### config.mk
export PLATFORM = sky130hd
export DESIGN_NAME = gcol_ctrl
export DESIGN_NICKNAME = d
export VERILOG_FILES = /design/src/rtl/core/gcol_pkg.sv /design/src/rtl/core/gcol_ctrl.sv
export SDC_FILE = /design/constraint.sdc
export NUM_CORES = 1
export LEC_CHECK = 0
export ABC_AREA = 1
export ABC_CLOCK_PERIOD_IN_PS = 3000
export BUFFER_PORTS_ARGS = -buffer_cell sky130_fd_sc_hd__buf_4
export CORE_AREA = 2 2 39 41
export DETAILED_ROUTE_END_ITERATION = 8
export DIE_AREA = 0 0 41 43
export PLACE_DENSITY = 0.72
export RECOVER_POWER = 25
export SLEW_MARGIN = 20
export SYNTH_ARGS = -nofsm -noshare
export SYNTH_HDL_FRONTEND = slang
export SYNTH_SLANG_ARGS = --single-unit
export TNS_END_PERCENT = 5
### constraint.sdc
create_clock -name clk -period 3 [get_ports clk]
set_input_delay 0.45 -clock clk [delete_from_list [all_inputs] [get_ports clk]]
set_output_delay 0.45 -clock clk [all_outputs]
set_load 0.02 [all_outputs]
### src/rtl/core/gcol_pkg.sv
// Shared types and constants for the greedy graph colorer.
// Used by gcol_ctrl, gcol_dp and greedy_graph_colorer; depends on nothing.
`default_nettype none

package gcol_pkg;

  localparam int COLOR_W    = 8;
  localparam int VERTEX_W   = 8;
  localparam int VCOUNT_W   = 9;
  localparam int NUM_COLORS = 256;
  localparam int GRP_W      = 16;
  localparam int NUM_GRPS   = NUM_COLORS / GRP_W;
  localparam int GRP_IDX_W  = 4;
  localparam int BIT_IDX_W  = 4;

  localparam logic [VCOUNT_W-1:0] VCOUNT_RESET = 9'd256;
  localparam logic [COLOR_W-1:0]  COLOR_SAT    = 8'd255;

  localparam logic [1:0] OP_ADD_EDGE = 2'd0;
  localparam logic [1:0] OP_COLOR    = 2'd1;
  localparam logic [1:0] OP_CLEAR    = 2'd2;

  localparam logic REG_VERTEX_COUNT = 1'b0;

  typedef struct packed {
    logic [1:0]          op;
    logic [VERTEX_W-1:0] vertex_a;
    logic [VERTEX_W-1:0] vertex_b;
  } gcol_in_t;

  typedef struct packed {
    logic [VERTEX_W-1:0] colored_vertex;
    logic [COLOR_W-1:0]  assigned_color;
    logic [VCOUNT_W-1:0] colors_used;
  } gcol_out_t;

  // Commands from the controller to the datapath.
  typedef struct packed {
    logic capture;
    logic clr_start;
    logic clr_step;
    logic edge_rd_a;
    logic edge_wr_a;
    logic edge_wr_b;
    logic row_rd;
    logic scan_start;
    logic scan_step;
    logic grp_eval;
    logic grp_sel;
    logic pick;
    logic commit;
  } gcol_cmd_t;

  // Status from the datapath to the controller.
  typedef struct packed {
    logic edge_ok;
    logic color_ok;
    logic clear_req;
    logic clr_last;
    logic scan_done;
    logic out_free;
  } gcol_sts_t;

endpackage

`default_nettype wire

### src/rtl/core/gcol_ctrl.sv
// Controller state machine of the greedy graph colorer.
// Sequences clear sweeps, edge updates and color scans; uses gcol_pkg.
`default_nettype none

module gcol_ctrl (
  input  wire logic                 clk,
  input  wire logic                 rst_n,
  input  wire logic                 in_valid,
  output logic                      in_ready,
  input  wire gcol_pkg::gcol_sts_t  sts,
  output gcol_pkg::gcol_cmd_t       cmd
);

  typedef enum logic [3:0] {
    S_CLEAR,
    S_IDLE,
    S_DECODE,
    S_EDGE_A,
    S_EDGE_B,
    S_EDGE_W,
    S_ROW_RD,
    S_ROW_LD,
    S_SCAN,
    S_GRP,
    S_SEL,
    S_PICK,
    S_COMMIT
  } state_t;

  state_t state_r, state_nxt;
  logic   in_ready_r;

  always_comb begin
    state_nxt = state_r;
    cmd       = '0;
    case (state_r)
      S_CLEAR: begin
        cmd.clr_step = 1'b1;
        if (sts.clr_last) state_nxt = S_IDLE;
      end
      S_IDLE: begin
        if (in_valid && in_ready_r) begin
          cmd.capture = 1'b1;
          state_nxt   = S_DECODE;
        end
      end
      S_DECODE: begin
        if (sts.edge_ok) begin
          state_nxt = S_EDGE_A;
        end else if (sts.color_ok) begin
          state_nxt = S_ROW_RD;
        end else if (sts.clear_req) begin
          cmd.clr_start = 1'b1;
          state_nxt     = S_CLEAR;
        end else begin
          state_nxt = S_IDLE;
        end
      end
      S_EDGE_A: begin
        cmd.edge_rd_a = 1'b1;
        state_nxt     = S_EDGE_B;
      end
      S_EDGE_B: begin
        cmd.edge_wr_a = 1'b1;
        state_nxt     = S_EDGE_W;
      end
      S_EDGE_W: begin
        cmd.edge_wr_b = 1'b1;
        state_nxt     = S_IDLE;
      end
      S_ROW_RD: begin
        cmd.row_rd = 1'b1;
        state_nxt  = S_ROW_LD;
      end
      S_ROW_LD: begin
        cmd.scan_start = 1'b1;
        state_nxt      = S_SCAN;
      end
      S_SCAN: begin
        cmd.scan_step = 1'b1;
        if (sts.scan_done) state_nxt = S_GRP;
      end
      S_GRP: begin
        cmd.grp_eval = 1'b1;
        state_nxt    = S_SEL;
      end
      S_SEL: begin
        cmd.grp_sel = 1'b1;
        state_nxt   = S_PICK;
      end
      S_PICK: begin
        cmd.pick  = 1'b1;
        state_nxt = S_COMMIT;
      end
      S_COMMIT: begin
        if (sts.out_free) begin
          cmd.commit = 1'b1;
          state_nxt  = S_IDLE;
        end
      end
      default: begin
        state_nxt = S_IDLE;
      end
    endcase
  end

  always_ff @(posedge clk) begin
    if (!rst_n) begin
      state_r    <= S_CLEAR;
      in_ready_r <= 1'b0;
    end else begin
      state_r    <= state_nxt;
      in_ready_r <= (state_nxt == S_IDLE);
    end
  end

  assign in_ready = in_ready_r;

endmodule

`default_nettype wire

# After elaboration in Yosys (flattened, before gate mapping)
# Cells that the tools add are included.
totals:
  regBits: 5
  inputBits: 9
  output_inout_bits: 14
classes:
  eq_ne: 13
  muxes: 26
  reduce_logical: 2
op_table:
  columns: ["op", "n"]
  rows:
  - ["$pmux W4 S12", 1]
  - ["$mux W4", 6]
  - ["$eq A4 B4 Y1 const B", 5]
  - ["$mux W1", 19]
  - ["$eq A4 B3 Y1 const B", 4]
  - ["$eq A4 B1 Y1 const B", 2]
  - ["$eq A4 B2 Y1 const B", 2]
  - ["$logic_not A4 Y1", 1]
  - ["$logic_and A1 B1 Y1", 1]

# Logic depth before layout (Yosys ltp)
depth:
  ltp_word: 5
  mapped_depth: 9

# Least setup slack after synthesis
# OpenSTA, ideal clock, no wires.
synth_path:
  path_type: "input-to-output"
  startpoint: "input sts[5] (netlist name)"
  endpoint: "output cmd[11] (netlist name)"
  t_arrival_ns: 1.046
  setup_slack_ns: 1.504
  cell_stages: 2
  path_cell_list: "or2_2 -> nor2_1"
synth_lines:
  columns: ["element", "line_no", "rtl"]
  rows:
  - ["from (decl)", "gcol_ctrl.sv:10", "input wire gcol_pkg::gcol_sts_t sts,"]
  - ["to (decl)", "gcol_ctrl.sv:11", "output gcol_pkg::gcol_cmd_t cmd"]

==> impl_results.rst <==
.. list-table::
   :header-rows: 1

   * - Metric
     - Value
   * - Result of the run
     - completed
   * - Clock edge transition at the registers on the reported setup and hold paths
     - ~0.04 ns
   * - Combinational Power Share
     - between 20 and 30%
   * - Post-CTS Hold Fix Bufs
     - 0
   * - Post-synthesis sequential area ratio
     - roughly 23%
   * - Dominant combinational cell family by area after synthesis
     - simple AND/OR/NAND/NOR gates
   * - Largest fanout on the critical path
     - 5
   * - Crit-path cells
     - inv_1 > nor2_1 > nand4_1 > inv_1 > buf_4
   * - Final max-slew violation count
     - 0
   * - Antenna Nets Post-Route
     - 0
   * - Total Die Area
     - 1760 sq um
   * - Largest stage delay on the critical path
     - 0.43 ns
   * - Clock sink total
     - 5
   * - Adder and majority gate portion of the synthesized area
     - 0%
   * - Type of the tightest min-delay check
     - primary input to register
   * - Switching portion of total power
     - between 30% and 40%
   * - Leakage power summed over all cells
     - 0.000426 uW
   * - Complex-gate fraction of the synthesized area
     - under 10%
   * - First-pass DRT Iterations
     - 4
   * - Ports placed on the boundary
     - 23
   * - Detailed-route DRC error count
     - 0
   * - Number of antenna violations at the first check in global routing
     - 0
   * - Number of global-route vias before repair
     - between 400 and 500
   * - Post-Synthesis Mean Instance Area
     - about 5.3 sq um
   * - Maximum ir drop on the vdd rail
     - approximately 240 uV
   * - TritonCTS clock tree
     - yes
   * - Number of warnings issued by yosys
     - 0
   * - Critical path's slowest cell
     - sky130_fd_sc_hd__dfxtp_1
   * - Via total after detailed routing
     - 540
   * - Most repeated library cell on the critical path
     - sky130_fd_sc_hd__inv_1
   * - Post-synthesis simple-gate area fraction
     - about three fifths
   * - Unrepaired setup endpoints after global routing
     - no
   * - Horizontal extent of the die
     - 41 um
   * - Data arrival time of the worst path
     - roughly 1.4 ns
   * - Post-cts gate resize count
     - 0
   * - Required time of the critical path
     - roughly 2.6 ns
   * - Number of distinct library cells after synthesis
     - 15
   * - Clock latency on the worst-skew pair
     - 0.24 ns
   * - Slew at the pin with the worst max-slew slack
     - ~0.28 ns
   * - TritonCTS Buffers
     - 3
   * - Cell Pwr Density
     - 320 nW/um^2
   * - Kind of critical path
     - register to output port
   * - Category of the worst setup path capture point
     - output port
   * - Post-Synthesis Cell Area
     - about 440 sq um
   * - Min Tclk post-route
     - 1.80 ns
   * - Area of the placeable core
     - ~1400 sq um
   * - # diodes
     - 0
   * - Gate count of the mapped netlist
     - 84
   * - First-pass GRT wire length
     - 1.71 mm
   * - Vias per std cell
     - ~4.3
   * - Fraction of layout instances using a drive strength above 1
     - between 30% and 40%
   * - Violation count after the first detailed-routing iteration
     - 1
   * - Accumulated negative setup slack
     - 0 ns
   * - Period utilisation layout
     - approximately three fifths
   * - Setup skew after layout
     - between 0.003 and 0.004 ns
   * - Clock Power Share
     - a little under two fifths
   * - Starting Density
     - roughly 32%
   * - Post-detailed-routing wire length
     - approximately 1.1 mm
   * - Endpoints failing hold
     - 0
   * - Number of buffers on the longest clock path
     - 2
   * - Routed wire length per instance
     - 8.74 um
   * - Highest clock frequency the design can meet
     - approximately 0.56 GHz
   * - Post-CTS repair timing setup buffer count
     - 0
   * - Number of synthesized register bits
     - 5
   * - Final #Nets
     - between 100 and 150
   * - Int Power
     - about 140 uW
   * - Critical path launch point type
     - register
   * - Switching component of the power
     - 64.9 uW
   * - Number of buffers added on ports
     - 22
   * - Hold slack
     - 0.421 ns
   * - Clock root buffer master
     - sky130_fd_sc_hd__clkbuf_4
   * - Nets in the synthesized netlist
     - 93
   * - RD Place Congestion
     - ~0.74
   * - Final setup vio count
     - 0
   * - Number of rows created at floorplan
     - 14
   * - Y dimension of the die
     - 43 um
   * - Layout overhead on the synthesized area
     - 46.8%
   * - Htree depth
     - 1
   * - Xor-xnor portion of the synthesized cell area
     - 0%
   * - Overall global routing resource usage
     - approximately 15%
   * - Overall overflow remaining after global route
     - 0
   * - Portion of netlist area occupied by mux cells
     - 0%
   * - Detailed Place HPWL
     - roughly 930 um
   * - Part of the total power dissipated in sequential elements
     - 37.3%
   * - Final cell utilization of the core
     - around 47%
   * - Number of max-capacitance violations reported
     - 0
   * - Maximum number of pins on one net before global-route repair
     - 8
   * - FILL cells
     - ~150
   * - Slew margin rel.
     - between 80% and 90%
[registers in the layout, indices dropped and copies added (netlist names)]
name	flops
state_r	4
in_ready	1
[power groups by stage]
stage / clock [uW] / combinational (uW) / sequential (uW)
after floorplan: 0 / 30.3 / 80.8
after global placement: 0 / 54.7 / 79.1
after detailed placement: 0 / 55.3 / 79.1
after CTS: 81.4 / 55.4 / 78.0
after global routing: 83.9 / 59.8 / 78.2
final: 77.3 / 53.4 / 77.6
[layout by cell type (no fill, tap or decap), types with 2 or more instances in the layout]
master                     instances
sky130_fd_sc_hd__buf_4            21
sky130_fd_sc_hd__nand2_1          19
sky130_fd_sc_hd__nor2_1           18
sky130_fd_sc_hd__inv_1            15
sky130_fd_sc_hd__nand3_1          11
sky130_fd_sc_hd__dfxtp_1           5
sky130_fd_sc_hd__nor2_2            4
sky130_fd_sc_hd__inv_2             3
sky130_fd_sc_hd__clkbuf_4          3
sky130_fd_sc_hd__nand2_2           2
sky130_fd_sc_hd__clkbuf_1          2
[worst paths after layout]
path              startpoint         end  slack [ns]  cells after the start
setup / recovery  state_r[0]     cmd[12]        1.20                      5
hold / removal         rst_n  state_r[2]        0.42                      3
setup reg to reg  state_r[0]    in_ready        1.73                      7
hold reg to reg     in_ready  state_r[1]        0.69                      4
[kinds of logic (layout without fill, tap and decap cells)]
kind of cell | Yosys count | count (layout)
buf+inv | 19 | 45
flops | 5 | 5
simple gates | 59 | 59
compound gates | 1 | 1
[per-layer routing]
layer | wire length [um] | GRT usage [%]
met1 | 492 | 17.9
met2 | 525 | 22.5
met3 | 65 | 3.14
met4 | 18 | 8.00
met5 | 0 | 0
[critical path, delay by kind of cell (launching register included)]
family | cells | cell delay [ns]
flops | 1 | 0.43
buf+inv | 3 | 0.33
simple gates | 2 | 0.35
[stage by stage]
step,total power [uW],instances,cell area (sq um),worst slack [ns]
floorplan,111,84,444,1.50
global placement,134,122,629,1.45
detailed placement,134,122,629,1.43
CTS,215,126,656,1.21
global route,222,126,652,1.07
finish,208,126,652,1.20
[synthesized netlist by cell type, drive strengths merged]
cell type	number	share of area, %
a21oi	1	1.1
clkinv	1	0.84
dfxtp	5	23
inv	18	15
nand2	21	19
nand3	11	12
nand3b	1	1.7
nand4	1	1.4
nor2	23	23
nor3	1	1.1
or2	1	1.4
[final cells by class]
cell class | count | area [sq um] | area share [%]
inverters | 19 | 71.3 | 10.9
clock buffers | 4 | 26.3 | 4.03
well taps | 16 | 20.0 | 3.07
flip-flops and latches | 5 | 100 | 15.4
repair buffers | 22 | 161 | 24.8
multi-input cells | 60 | 273 | 41.8
No activity file was read; power rests on OpenSTA's default activity.
